`src/hw/rtl/rpp_pkg.sv`:
```
package rpp_pkg;

  localparam int unsigned TIME_W     = 32;
  localparam int unsigned CFG_DATA_W = 14;
  localparam int unsigned CFG_IDX_W  = 3;
  localparam int unsigned SEL_W      = 2;
  localparam int unsigned POS_W      = 5;
  localparam int unsigned SLIDER_W   = 12;
  localparam int unsigned PCT_W      = 9;

  localparam logic [SEL_W-1:0] NUM_PATTERNS = 2'd3;

  // serial arithmetic unit
  localparam int unsigned ALU_W = 23;
  localparam int unsigned DVS_W = 12;
  localparam int unsigned MPL_W = 9;
  localparam int unsigned CNT_W = 5;
  localparam logic [CNT_W-1:0] MUL_STEPS = 5'd9;
  localparam logic [CNT_W-1:0] DIV_STEPS = 5'd23;

  localparam logic [DVS_W-1:0] SLIDER_FULL = 12'd4095;
  localparam logic [DVS_W-1:0] PCT_SCALE   = 12'd100;

  // register reset values
  localparam logic [9:0]  BASE_TICK_RST = 10'd100;
  localparam logic [8:0]  TEMPO_MIN_RST = 9'd40;
  localparam logic [8:0]  TEMPO_MAX_RST = 9'd180;
  localparam logic [9:0]  MIN_STEP_RST  = 10'd30;
  localparam logic [9:0]  DEBOUNCE_RST  = 10'd50;
  localparam logic [13:0] GAP_RST       = 14'd250;

  typedef enum logic [CFG_IDX_W-1:0] {
    CFG_BASE_TICK = 3'd0,
    CFG_TEMPO_MIN = 3'd1,
    CFG_TEMPO_MAX = 3'd2,
    CFG_MIN_STEP  = 3'd3,
    CFG_DEBOUNCE  = 3'd4,
    CFG_GAP       = 3'd5
  } cfg_idx_t;

  typedef enum logic {
    ALU_MUL = 1'b0,
    ALU_DIV = 1'b1
  } alu_op_t;

  typedef struct packed {
    logic             start;
    alu_op_t          op;
    logic [ALU_W-1:0] opa;
    logic [DVS_W-1:0] opb;
  } alu_req_t;

  typedef struct packed {
    logic             done;
    logic [ALU_W-1:0] result;
  } alu_rsp_t;

  typedef enum logic [3:0] {
    S_IDLE,
    S_BTN,
    S_PLAY,
    S_MUL_TEMPO,
    S_DIV_TEMPO,
    S_MUL_BASE,
    S_MUL_UNITS,
    S_DIV_DUR,
    S_EMIT
  } state_t;

  // step word: bit 4 = sound on, bits 3:0 = length in units, zero marks the end
  localparam logic [4:0] ON1  = 5'h11;
  localparam logic [4:0] ON3  = 5'h13;
  localparam logic [4:0] OFF1 = 5'h01;
  localparam logic [4:0] OFF2 = 5'h02;
  localparam logic [4:0] OFF3 = 5'h03;
  localparam logic [4:0] OFF4 = 5'h04;
  localparam logic [4:0] STEP_END = 5'h00;

  function automatic logic [4:0] rom_entry(input logic [SEL_W-1:0] sel,
                                           input logic [POS_W-1:0] pos);
    logic [4:0] e;
    e = STEP_END;
    case (sel)
      2'd0: begin
        case (pos)
          5'd0, 5'd2, 5'd6, 5'd8:   e = ON1;
          5'd1, 5'd3, 5'd7, 5'd9:   e = OFF1;
          5'd4, 5'd10:              e = ON3;
          5'd5, 5'd11:              e = OFF4;
          default:                  e = STEP_END;
        endcase
      end
      2'd1: begin
        case (pos)
          5'd0, 5'd2, 5'd6, 5'd8, 5'd12:  e = ON1;
          5'd1, 5'd7:                     e = OFF1;
          5'd3, 5'd9, 5'd13, 5'd15:       e = OFF2;
          5'd4, 5'd10, 5'd14, 5'd16:      e = ON3;
          5'd5, 5'd11:                    e = OFF3;
          5'd17:                          e = OFF4;
          default:                        e = STEP_END;
        endcase
      end
      2'd2: begin
        case (pos)
          5'd0, 5'd2, 5'd4, 5'd8, 5'd10, 5'd12: e = ON1;
          5'd1, 5'd3, 5'd5, 5'd9, 5'd11, 5'd13: e = OFF1;
          5'd6, 5'd14:                          e = ON3;
          5'd7:                                 e = OFF2;
          5'd15:                                e = OFF3;
          default:                              e = STEP_END;
        endcase
      end
      default: e = STEP_END;
    endcase
    return e;
  endfunction

  // LED set for a phase, as {green, yellow, red}
  function automatic logic [2:0] phase_leds(input logic [1:0] phase);
    logic [2:0] l;
    case (phase)
      2'd0:    l = 3'b001;
      2'd1:    l = 3'b010;
      2'd2:    l = 3'b100;
      default: l = 3'b111;
    endcase
    return l;
  endfunction

endpackage

```
`src/hw/rtl/rhythm_pattern_player_top.sv`:
```
// A poll that plays no new step passes S_BTN, S_PLAY and S_EMIT before its word is
// registered; one that plays a step also runs the bit-serial unit in between: a multiply
// and a divide for the tempo (skipped when tempo min is above max), then a multiply by
// the base tick, one by the units and a divide by 100. One poll at a time, taken only in
// S_IDLE; a stalled output word holds the next poll back. Reset (rst_n low, synchronous)
// restores register defaults, selects pattern 0 at step 0, disarms, clears out_valid.
module rhythm_pattern_player_top (
  input  logic        clk,
  input  logic        rst_n,
  input  logic        in_valid,
  output logic        in_ready,
  input  logic [31:0] in_time_now,
  input  logic        in_raw_restart,
  input  logic        in_raw_next,
  input  logic [11:0] in_slider_sample,
  output logic        out_valid,
  input  logic        out_ready,
  output logic        out_buzzer,
  output logic        out_led_red,
  output logic        out_led_yellow,
  output logic        out_led_green,
  output logic [1:0]  out_pattern_now,
  output logic [4:0]  out_step_now,
  input  logic        cfg_we,
  input  logic [2:0]  cfg_index,
  input  logic [13:0] cfg_wdata
);

  rpp_pkg::state_t state_r, state_nxt;

  logic [9:0]  base_r;
  logic [8:0]  tmin_r;
  logic [8:0]  tmax_r;
  logic [9:0]  minstep_r;
  logic [9:0]  deb_r;
  logic [13:0] gap_r;

  logic [31:0] t_r, t_nxt;
  logic [11:0] slider_r, slider_nxt;
  logic [1:0]  sel_r, sel_nxt;
  logic [4:0]  pos_r, pos_nxt;
  logic        fin_r, fin_nxt;
  logic [31:0] dl_r, dl_nxt;
  logic        armed_r, armed_nxt;
  logic [1:0]  phase_r, phase_nxt;
  logic [3:0]  drive_r, drive_nxt;
  logic [3:0]  units_r, units_nxt;

  logic        out_valid_r;
  logic [3:0]  out_drive_r;
  logic [1:0]  out_sel_r;
  logic [4:0]  out_pos_r;
  logic        out_load;

  logic        accept;
  logic        press_restart;
  logic        press_next;

  rpp_pkg::alu_req_t alu_req;
  rpp_pkg::alu_rsp_t alu_rsp;

  logic [22:0] sat_addend_c;
  logic [32:0] sat_sum_c;
  logic [31:0] sat_c;

  assign accept   = in_valid && in_ready;
  assign in_ready = (state_r == rpp_pkg::S_IDLE);

  rpp_debounce u_db_restart (
    .clk    (clk),
    .rst_n  (rst_n),
    .upd    (accept),
    .raw    (in_raw_restart),
    .t      (in_time_now),
    .deb_ms (deb_r),
    .press  (press_restart)
  );

  rpp_debounce u_db_next (
    .clk    (clk),
    .rst_n  (rst_n),
    .upd    (accept),
    .raw    (in_raw_next),
    .t      (in_time_now),
    .deb_ms (deb_r),
    .press  (press_next)
  );

  rpp_serial_alu u_alu (
    .clk   (clk),
    .rst_n (rst_n),
    .req   (alu_req),
    .rsp   (alu_rsp)
  );

  // saturating deadline adder, shared by the gap and the step length
  assign sat_sum_c = {1'b0, t_r} + {10'd0, sat_addend_c};
  assign sat_c     = sat_sum_c[32] ? 32'hFFFF_FFFF : sat_sum_c[31:0];

  always_comb begin
    logic [4:0]  entry;
    logic [2:0]  idx_inc;
    logic [1:0]  idx;
    logic [8:0]  tempo;
    logic [22:0] dur;

    entry   = rpp_pkg::rom_entry(sel_r, pos_r);
    idx_inc = {1'b0, sel_r} + 3'd1;
    idx     = (idx_inc >= {1'b0, rpp_pkg::NUM_PATTERNS}) ?
              2'(idx_inc - {1'b0, rpp_pkg::NUM_PATTERNS}) : idx_inc[1:0];
    tempo   = tmax_r - alu_rsp.result[8:0];
    dur     = (alu_rsp.result < {13'd0, minstep_r}) ? {13'd0, minstep_r} : alu_rsp.result;

    state_nxt  = state_r;
    t_nxt      = t_r;
    slider_nxt = slider_r;
    sel_nxt    = sel_r;
    pos_nxt    = pos_r;
    fin_nxt    = fin_r;
    dl_nxt     = dl_r;
    armed_nxt  = armed_r;
    phase_nxt  = phase_r;
    drive_nxt  = drive_r;
    units_nxt  = units_r;
    out_load   = 1'b0;
    sat_addend_c = {9'd0, gap_r};
    alu_req.start = 1'b0;
    alu_req.op    = rpp_pkg::ALU_MUL;
    alu_req.opa   = '0;
    alu_req.opb   = '0;

    case (state_r)
      rpp_pkg::S_IDLE: begin
        if (in_valid) begin
          t_nxt      = in_time_now;
          slider_nxt = in_slider_sample;
          state_nxt  = rpp_pkg::S_BTN;
        end
      end

      rpp_pkg::S_BTN: begin
        // next wins over restart: restart keeps the pattern, next then moves it
        if (press_next || press_restart) begin
          if (press_next) begin
            sel_nxt = (idx >= rpp_pkg::NUM_PATTERNS) ? 2'd0 : idx;
          end else begin
            sel_nxt = (sel_r >= rpp_pkg::NUM_PATTERNS) ? 2'd0 : sel_r;
          end
          pos_nxt   = '0;
          fin_nxt   = 1'b0;
          phase_nxt = '0;
          dl_nxt    = '0;
          armed_nxt = 1'b0;
        end
        state_nxt = rpp_pkg::S_PLAY;
      end

      rpp_pkg::S_PLAY: begin
        state_nxt = rpp_pkg::S_EMIT;
        if (fin_r) begin
          drive_nxt = '0;
          if (!armed_r) begin
            dl_nxt    = sat_c;
            armed_nxt = 1'b1;
          end else if (t_r >= dl_r) begin
            pos_nxt   = '0;
            fin_nxt   = 1'b0;
            phase_nxt = '0;
            dl_nxt    = '0;
            armed_nxt = 1'b0;
          end
        end else if (!(armed_r && (t_r < dl_r))) begin
          if (entry[3:0] == 4'd0) begin
            fin_nxt   = 1'b1;
            dl_nxt    = '0;
            armed_nxt = 1'b0;
            drive_nxt = '0;
          end else begin
            if (entry[4]) begin
              drive_nxt = {rpp_pkg::phase_leds(phase_r), 1'b1};
              phase_nxt = phase_r + 2'd1;
            end else begin
              drive_nxt = '0;
            end
            units_nxt = entry[3:0];
            pos_nxt   = pos_r + 5'd1;
            alu_req.start = 1'b1;
            alu_req.op    = rpp_pkg::ALU_MUL;
            if (tmax_r >= tmin_r) begin
              alu_req.opa = {11'd0, slider_r};
              alu_req.opb = {3'd0, tmax_r - tmin_r};
              state_nxt   = rpp_pkg::S_MUL_TEMPO;
            end else begin
              // inverted range: the clamps always settle on tempo max
              alu_req.opa = {13'd0, base_r};
              alu_req.opb = {3'd0, tmax_r};
              state_nxt   = rpp_pkg::S_MUL_BASE;
            end
          end
        end
      end

      rpp_pkg::S_MUL_TEMPO: begin
        if (alu_rsp.done) begin
          alu_req.start = 1'b1;
          alu_req.op    = rpp_pkg::ALU_DIV;
          alu_req.opa   = alu_rsp.result;
          alu_req.opb   = rpp_pkg::SLIDER_FULL;
          state_nxt     = rpp_pkg::S_DIV_TEMPO;
        end
      end

      rpp_pkg::S_DIV_TEMPO: begin
        if (alu_rsp.done) begin
          alu_req.start = 1'b1;
          alu_req.op    = rpp_pkg::ALU_MUL;
          alu_req.opa   = {13'd0, base_r};
          alu_req.opb   = {3'd0, tempo};
          state_nxt     = rpp_pkg::S_MUL_BASE;
        end
      end

      rpp_pkg::S_MUL_BASE: begin
        if (alu_rsp.done) begin
          alu_req.start = 1'b1;
          alu_req.op    = rpp_pkg::ALU_MUL;
          alu_req.opa   = alu_rsp.result;
          alu_req.opb   = {8'd0, units_r};
          state_nxt     = rpp_pkg::S_MUL_UNITS;
        end
      end

      rpp_pkg::S_MUL_UNITS: begin
        if (alu_rsp.done) begin
          alu_req.start = 1'b1;
          alu_req.op    = rpp_pkg::ALU_DIV;
          alu_req.opa   = alu_rsp.result;
          alu_req.opb   = rpp_pkg::PCT_SCALE;
          state_nxt     = rpp_pkg::S_DIV_DUR;
        end
      end

      rpp_pkg::S_DIV_DUR: begin
        sat_addend_c = dur;
        if (alu_rsp.done) begin
          dl_nxt    = sat_c;
          armed_nxt = 1'b1;
          state_nxt = rpp_pkg::S_EMIT;
        end
      end

      rpp_pkg::S_EMIT: begin
        // hold until the output register is free
        if (!out_valid_r || out_ready) begin
          out_load  = 1'b1;
          state_nxt = rpp_pkg::S_IDLE;
        end
      end

      default: begin
        state_nxt = rpp_pkg::S_IDLE;
      end
    endcase
  end

  always_ff @(posedge clk) begin
    if (!rst_n) begin
      state_r     <= rpp_pkg::S_IDLE;
      sel_r       <= '0;
      pos_r       <= '0;
      fin_r       <= 1'b0;
      dl_r        <= '0;
      armed_r     <= 1'b0;
      phase_r     <= '0;
      drive_r     <= '0;
      out_valid_r <= 1'b0;
    end else begin
      state_r <= state_nxt;
      sel_r   <= sel_nxt;
      pos_r   <= pos_nxt;
      fin_r   <= fin_nxt;
      dl_r    <= dl_nxt;
      armed_r <= armed_nxt;
      phase_r <= phase_nxt;
      drive_r <= drive_nxt;
      if (out_load) begin
        out_valid_r <= 1'b1;
      end else if (out_ready) begin
        out_valid_r <= 1'b0;
      end
    end
  end

  always_ff @(posedge clk) begin
    t_r      <= t_nxt;
    slider_r <= slider_nxt;
    units_r  <= units_nxt;
    if (out_load) begin
      out_drive_r <= drive_r;
      out_sel_r   <= sel_r;
      out_pos_r   <= pos_r;
    end
  end

  always_ff @(posedge clk) begin
    if (!rst_n) begin
      base_r    <= rpp_pkg::BASE_TICK_RST;
      tmin_r    <= rpp_pkg::TEMPO_MIN_RST;
      tmax_r    <= rpp_pkg::TEMPO_MAX_RST;
      minstep_r <= rpp_pkg::MIN_STEP_RST;
      deb_r     <= rpp_pkg::DEBOUNCE_RST;
      gap_r     <= rpp_pkg::GAP_RST;
    end else if (cfg_we) begin
      case (rpp_pkg::cfg_idx_t'(cfg_index))
        rpp_pkg::CFG_BASE_TICK: base_r    <= cfg_wdata[9:0];
        rpp_pkg::CFG_TEMPO_MIN: tmin_r    <= cfg_wdata[8:0];
        rpp_pkg::CFG_TEMPO_MAX: tmax_r    <= cfg_wdata[8:0];
        rpp_pkg::CFG_MIN_STEP:  minstep_r <= cfg_wdata[9:0];
        rpp_pkg::CFG_DEBOUNCE:  deb_r     <= cfg_wdata[9:0];
        rpp_pkg::CFG_GAP:       gap_r     <= cfg_wdata;
        default: begin
          // drop writes past the register list
        end
      endcase
    end
  end

  assign out_valid       = out_valid_r;
  assign out_buzzer      = out_drive_r[0];
  assign out_led_red     = out_drive_r[1];
  assign out_led_yellow  = out_drive_r[2];
  assign out_led_green   = out_drive_r[3];
  assign out_pattern_now = out_sel_r;
  assign out_step_now    = out_pos_r;

endmodule

```
`src/hw/rtl/rpp_debounce.sv`:
```
module rpp_debounce (
  input  logic                      clk,
  input  logic                      rst_n,
  input  logic                      upd,
  input  logic                      raw,
  input  logic [rpp_pkg::TIME_W-1:0] t,
  input  logic [9:0]                deb_ms,
  output logic                      press
);

  logic                       stable_r;
  logic                       last_r;
  logic [rpp_pkg::TIME_W-1:0] ct_r;
  logic                       press_r;
  logic [rpp_pkg::TIME_W-1:0] ct_c;
  logic [rpp_pkg::TIME_W-1:0] elapsed_c;
  logic                       fire_c;

  always_comb begin
    ct_c      = (raw != last_r) ? t : ct_r;
    // time running backwards counts as no time gone by
    elapsed_c = (t >= ct_c) ? (t - ct_c) : '0;
    fire_c    = (elapsed_c >= {22'd0, deb_ms}) && (stable_r != raw);
  end

  always_ff @(posedge clk) begin
    if (!rst_n) begin
      stable_r <= 1'b1;
      last_r   <= 1'b1;
      ct_r     <= '0;
      press_r  <= 1'b0;
    end else if (upd) begin
      last_r  <= raw;
      ct_r    <= ct_c;
      press_r <= fire_c && !raw;
      if (fire_c) begin
        stable_r <= raw;
      end
    end else begin
      press_r <= 1'b0;
    end
  end

  assign press = press_r;

endmodule

```
`src/hw/rtl/rpp_serial_alu.sv`:
```
module rpp_serial_alu (
  input  logic              clk,
  input  logic              rst_n,
  input  rpp_pkg::alu_req_t req,
  output rpp_pkg::alu_rsp_t rsp
);

  logic                          busy_r;
  logic                          done_r;
  rpp_pkg::alu_op_t              op_r;
  logic [rpp_pkg::CNT_W-1:0]     cnt_r;
  logic [rpp_pkg::ALU_W-1:0]     acc_r;
  logic [rpp_pkg::ALU_W-1:0]     mcand_r;
  logic [rpp_pkg::MPL_W-1:0]     mplier_r;
  logic [rpp_pkg::DVS_W-1:0]     rem_r;
  logic [rpp_pkg::ALU_W-1:0]     quo_r;
  logic [rpp_pkg::DVS_W-1:0]     dvs_r;
  logic [rpp_pkg::DVS_W+1:0]     try_c;

  // shifted partial remainder minus divisor; top bit set means no subtract
  assign try_c = {1'b0, rem_r, quo_r[rpp_pkg::ALU_W-1]} - {2'b00, dvs_r};

  always_ff @(posedge clk) begin
    if (!rst_n) begin
      busy_r <= 1'b0;
      done_r <= 1'b0;
      cnt_r  <= '0;
    end else begin
      done_r <= 1'b0;
      if (req.start) begin
        busy_r <= 1'b1;
        cnt_r  <= (req.op == rpp_pkg::ALU_MUL) ? rpp_pkg::MUL_STEPS : rpp_pkg::DIV_STEPS;
      end else if (busy_r) begin
        cnt_r <= cnt_r - 1'b1;
        if (cnt_r == 5'd1) begin
          busy_r <= 1'b0;
          done_r <= 1'b1;
        end
      end
    end
  end

  always_ff @(posedge clk) begin
    if (req.start) begin
      op_r     <= req.op;
      acc_r    <= '0;
      mcand_r  <= req.opa;
      mplier_r <= req.opb[rpp_pkg::MPL_W-1:0];
      rem_r    <= '0;
      quo_r    <= req.opa;
      dvs_r    <= req.opb;
    end else if (busy_r) begin
      if (op_r == rpp_pkg::ALU_MUL) begin
        // one multiplier bit a cycle: add, then shift
        if (mplier_r[0]) begin
          acc_r <= acc_r + mcand_r;
        end
        mcand_r  <= {mcand_r[rpp_pkg::ALU_W-2:0], 1'b0};
        mplier_r <= {1'b0, mplier_r[rpp_pkg::MPL_W-1:1]};
      end else begin
        // one quotient bit a cycle, restoring
        if (!try_c[rpp_pkg::DVS_W+1]) begin
          rem_r <= try_c[rpp_pkg::DVS_W-1:0];
          quo_r <= {quo_r[rpp_pkg::ALU_W-2:0], 1'b1};
        end else begin
          rem_r <= {rem_r[rpp_pkg::DVS_W-2:0], quo_r[rpp_pkg::ALU_W-1]};
          quo_r <= {quo_r[rpp_pkg::ALU_W-2:0], 1'b0};
        end
      end
    end
  end

  assign rsp.done   = done_r;
  assign rsp.result = (op_r == rpp_pkg::ALU_MUL) ? acc_r : quo_r;

endmodule

```
`config.mk`:
```
export PLATFORM = sky130hd
export DESIGN_NAME = rhythm_pattern_player_top
export DESIGN_NICKNAME = d
export VERILOG_FILES = /design/src/hw/rtl/rpp_pkg.sv /design/src/hw/rtl/rhythm_pattern_player_top.sv /design/src/hw/rtl/rpp_debounce.sv /design/src/hw/rtl/rpp_serial_alu.sv
export SDC_FILE = /design/constraint.sdc
export NUM_CORES = 1
export LEC_CHECK = 0
export BUFFER_PORTS_ARGS = -buffer_cell sky130_fd_sc_hd__buf_2
export CAP_MARGIN = 20
export CELL_PAD_IN_SITES_DETAIL_PLACEMENT = 1
export CELL_PAD_IN_SITES_GLOBAL_PLACEMENT = 1
export CORE_MARGIN = 2
export CORE_UTILIZATION = 35
export CTS_BUF_LIST = sky130_fd_sc_hd__clkbuf_4
export DETAILED_ROUTE_END_ITERATION = 10
export PLACE_DENSITY = 0.6
export SETUP_SLACK_MARGIN = 0.3
export SYNTH_ARGS = -nofsm -noshare
export SYNTH_HDL_FRONTEND = slang
export SYNTH_HIERARCHICAL = 1
export SYNTH_SLANG_ARGS = --single-unit
```
`constraint.sdc`:
```
create_clock -name clk -period 9.54 [get_ports clk]
set_clock_uncertainty 0.1 [all_clocks]
set_input_delay 1.908 -clock clk [delete_from_list [all_inputs] [get_ports clk]]
set_output_delay 1.908 -clock clk [all_outputs]
set_load 0.01 [all_outputs]
```
==> qor_table.md <==
| Stage | Item | This run |
|:---|:---|:---|
| run status | Status | finished, final reports clean |
| cts | H-Tree Level Count | 3 |
| layout | Final-stage net count | 3327 |
| min path | Hold Crit Class | reg2reg |
| yosys | Compound-gate portion of the synthesized area | 23.0% |
| layout | Syn-to-layout area delta | 9.97% |
| die | Total Die Area | 74900 sq um |
| placed design | Final weighted congestion of routability-driven global placement | 0.890 |
| worst setup path | CP Capture Type | flip-flop |
| yosys | Number of warnings printed during yosys synthesis | 6 |
| yosys | Share of the synthesized netlist area taken by xor and xnor gates | 3.61% |
| timing | Final Critical Period | 7.18 ns |
| cts | Cts repair resizes | 0 |
| timing | Setup Viol. Count Final | 0 |
| cts | CTS root buffer | sky130_fd_sc_hd__clkbuf_4 |
| yosys | Fraction of the mapped netlist area in simple logic gates | 17.5% |
| worst setup path | Critical path class | in2reg |
| layout | Fillcell total | 8613 |
| worst setup path | Crit path launch type | input pin |
| yosys | Post-synth EDFFs | 126 |
| yosys | Post-Synth Adder-Cell Area | 10.8% |
| yosys | Register bit count reported by yosys | 363 |
| yosys | Number of instances in the synthesized netlist | 2977 |
| yosys | Synth area leader | sky130_fd_sc_hd__dfxtp_1 |
| yosys | Largest family of logic cells by synthesized area | compound AO/OA/AOI/OAI gates |
| yosys | Post-synth top flop | sky130_fd_sc_hd__dfxtp_1 |
| layout | Share of post-route cells with drive strength above 1 | 11.9% |
| yosys | Top-count cell post-synth | sky130_fd_sc_hd__nand2_1 |
| worst setup path | Worst setup path endpoint | u_db_next/stable_r |
| flow run | Max cap viols | 0 |
| worst setup path | Endpoint of the lowest-slack register-to-register path | dl_r[7] |
| layout | Final design utilization | 39.0% |
| power | Sw Share | 44.1% |
| yosys | Area share of the largest cell type after synthesis | 18.6% |
| detailed routing | Routed via count divided by cell count | 5.55 |
| global routing | Wire length of the first global-routing pass | 135000 um |
| die | Core area | 71700 sq um |
| detailed routing | Total length of routed wires | 87500 um |
| detailed routing | Iter 0 DRT Violations | 1095 |
| yosys | Syn_area_per_cell | 8.55 sq um |
| cts | Clock transition time at the flip-flop clock pins of the worst setup and hold paths | 0.06 ns |
| global routing | Initial antenna violation count | 5 |
| cts | Post-CTS setup-driven buffer insertion count | 0 |
| detailed routing | Average routed wire per standard cell | 21.4 um |
| detailed routing | Count of antenna-violating nets left after detailed routing | 0 |
| cts | Number of hold buffers added after cts | 0 |
| yosys | Top cells by instance count after synthesis | 434 x sky130_fd_sc_hd__nand2_1, 237 x sky130_fd_sc_hd__dfxtp_1, 215 x sky130_fd_sc_hd__inv_1 |
| timing | Final-report hold violation count | 0 |
| worst setup path | R2R Path Start | u_alu/op_r |
| worst setup path | CP startpoint | in_raw_next |
| worst setup path | Arrival time of data at the critical path endpoint | 7.79 ns |
| layout | Cell area after layout | 28000 sq um |
| cts | Worst-skew pair later-pin latency | 0.89 ns |
| yosys | Share of async-settable or async-resettable flops after synthesis | 0% |
| global routing | Overall routing resource usage | 23.1% |
| global routing | Via count of the first global-routing pass | 23800 |
| power | Fraction of power consumed by sequential logic | 30.1% |
| worst setup path | Required time reported for the critical path endpoint | 10.15 ns |
| detailed routing | Number of detailed-routing iterations run before antenna repair | 7 |
| power | Leakage power total | 12.0 nW |
| yosys | Leading cell types by total area after synthesis | sky130_fd_sc_hd__dfxtp_1 19%, sky130_fd_sc_hd__edfxtp_1 15%, sky130_fd_sc_hd__ha_1 10% |
| placed design | PortBufs | 80 |
| timing | Actual transition at the worst max-transition pin | 1.10 ns |
| placed design | Instance area after placement | 26600 sq um |
| timing | Post-route fraction of the period consumed by the critical path | 75.2% |
| global routing | Gr ovfl total | 0 |
| power | Power density over the cells | 267 nW/um^2 |
| power | Comb power frac | 49.1% |
| worst setup path | Max Fanout on Critical Path | 23 |
| detailed routing | Drc violations | 0 |
| die | Floorplan die width | 274 um |
| yosys | Share of the yosys chip area belonging to registers | 33.5% |
| power | Internal | 0.00418 W |
| cts | Clock Tree Buf Depth | 3 |
| yosys | Area of the mapped netlist | 25500 sq um |
| power | Power dissipated by switching net loads | 0.00330 W |
| die | Num rows | 98 |
| die | Effective utilization at floorplan | 35.5% |
| die | Die boundary height | 274 um |
| timing | Worst max-slew margin expressed relative to the limit | 26.9% |
| global routing | Pin count of the biggest net entering global routing | 108 |
| die | Total I/O pin count | 81 |
| power | IR drop worst, VDD | 0.116 mV |
| worst setup path | Depth of the worst register-to-register path | 26 |
| timing | Setup repair after global routing missed its margin | no |
| placed design | Post-DP HPWL | 66400 um |
| cts | Sink count of the clock tree | 363 |
| yosys | Mux share of post-synthesis cell area | 5.59% |
| worst setup path | Slack of the worst reg-to-reg path | 2.39 ns |
| timing | Fmax | 0.139 GHz |
| cts | Number of buffers inserted during clock tree synthesis | 108 |
| yosys | Netlist cell types | 106 |
| min path | Number of stages on the worst hold path | 0 |
| timing | Max-slew violation count | 0 |
| power | Clock network power share | 20.8% |
| yosys | Syn_nets | 3260 |
| detailed routing | Total via count in the routed design | 22700 |
| timing | Aggregate negative setup slack | 0 ns |
| cts | CTS tree | done |
## through the flow
stage	setup slack, ns	instances	hold WS (ns)	total power, W
after floorplan	2.23	2977	0.308	0.00490
after global placement	1.65	3882	0.321	0.00584
after detailed placement	1.52	3883	0.322	0.00592
after CTS	2.33	4078	0.343	0.00754
after global routing	1.87	4084	0.360	0.00807
final	2.36	4084	0.342	0.00748
## per-layer routing
| layer | track usage, % | vias up | part of all wire (%) |
|---|---|---|---|
| li1 | - | 10900 | - |
| met3 | 3.92 | 127 | 3.5 |
| met5 | 0 | - | 0 |
| met4 | 8.25 | 0 | 3.3 |
| met1 | 28.6 | 11200 | 45 |
| met2 | 40.2 | 377 | 48 |
## cells by family after synthesis
family,after synthesis
fa+ha+maj,215
buf+inv,364
compound gates,834
simple gates,958
mux,138
flops,363
xor+xnor,105
## layout make-up
type | instances | area, sq um | area share, %
antenna | 5 | 12.5 | 0.0447
clock buffer | 156 | 1170 | 4.18
inverter | 219 | 827 | 2.95
tap | 950 | 1190 | 4.24
sequential | 363 | 8530 | 30.5
clock inverter | 39 | 225 | 0.804
timing repair buffer | 102 | 588 | 2.10
multi-input combinational | 2250 | 15500 | 55.2
## power by group through the flow
| stage | Combinational (W) | Sequential (W) | Clock (W) |
|---|---|---|---|
| after global routing | 0.00408 | 0.00229 | 0.00170 |
| final | 0.00367 | 0.00225 | 0.00156 |
| after global placement | 0.00357 | 0.00227 | 0 |
| after detailed placement | 0.00365 | 0.00228 | 0 |
| after CTS | 0.00367 | 0.00225 | 0.00162 |
| after floorplan | 0.00273 | 0.00217 | 0 |
## layout by cell type (no fill, tap or decap), drive strengths merged, types with 28 or more instances in the layout
cell type,count
nor2,170
ha,208
nand3,68
and2,36
xnor2,68
nand2,434
nor2b,33
o21ai,206
dfxtp,237
a21boi,51
mux2i,105
clkinv,36
a21o,66
o21a,32
inv,220
o211a,62
nor3,43
edfxtp,126
a21oi,171
nand4,46
xor2,37
buf,102
clkbuf,156
mux2,33
o211ai,28
## worst min path at each step
stage | startpoint | slack [ns] | endpoint
after floorplan | drive_r[0] | 0.31 | out_drive_r[0]
after global placement | drive_r[0] | 0.32 | out_drive_r[0]
after detailed placement | drive_r[1] | 0.32 | out_drive_r[1]
after CTS | drive_r[1] | 0.34 | out_drive_r[1]
after global routing | drive_r[2] | 0.36 | out_drive_r[2]
final | drive_r[2] | 0.34 | out_drive_r[2]
## sequential cells by signal, indices dropped and copies added, names as in the netlist, 12 cells and up, named ones only
register / count
dl_r: 32
t_r: 32
u_db_next/ct_r: 32
u_db_restart/ct_r: 32
u_alu/acc_r: 23
u_alu/mcand_r: 23
u_alu/quo_r: 23
gap_r: 14
slider_r: 12
u_alu/dvs_r: 12
u_alu/rem_r: 12
## worst max-delay path, stage by stage
cell and delay (ns):
sky130_fd_sc_hd__buf_2 0.17, sky130_fd_sc_hd__xor2_4 0.54, sky130_fd_sc_hd__buf_4 0.49, sky130_fd_sc_hd__mux2i_1 0.19, sky130_fd_sc_hd__ha_1 0.46, sky130_fd_sc_hd__nand2_1 0.10
sky130_fd_sc_hd__o31ai_1 0.25, sky130_fd_sc_hd__o21ai_1 0.14, sky130_fd_sc_hd__a21oi_1 0.27, sky130_fd_sc_hd__and3b_1 0.22, sky130_fd_sc_hd__nor3_1 0.22, sky130_fd_sc_hd__o31ai_1 0.12
sky130_fd_sc_hd__buf_4 0.19, sky130_fd_sc_hd__or2_2 0.28, sky130_fd_sc_hd__ha_1 0.26, sky130_fd_sc_hd__nand2b_1 0.14, sky130_fd_sc_hd__a21o_1 0.17, sky130_fd_sc_hd__a21o_1 0.17
sky130_fd_sc_hd__a21oi_1 0.16, sky130_fd_sc_hd__o31ai_1 0.11, sky130_fd_sc_hd__a21oi_1 0.17, sky130_fd_sc_hd__nand4_1 0.10, sky130_fd_sc_hd__or4_1 0.50, sky130_fd_sc_hd__o31a_1 0.32
sky130_fd_sc_hd__mux2i_1 0.14
(Power assumes the default switching activity.)
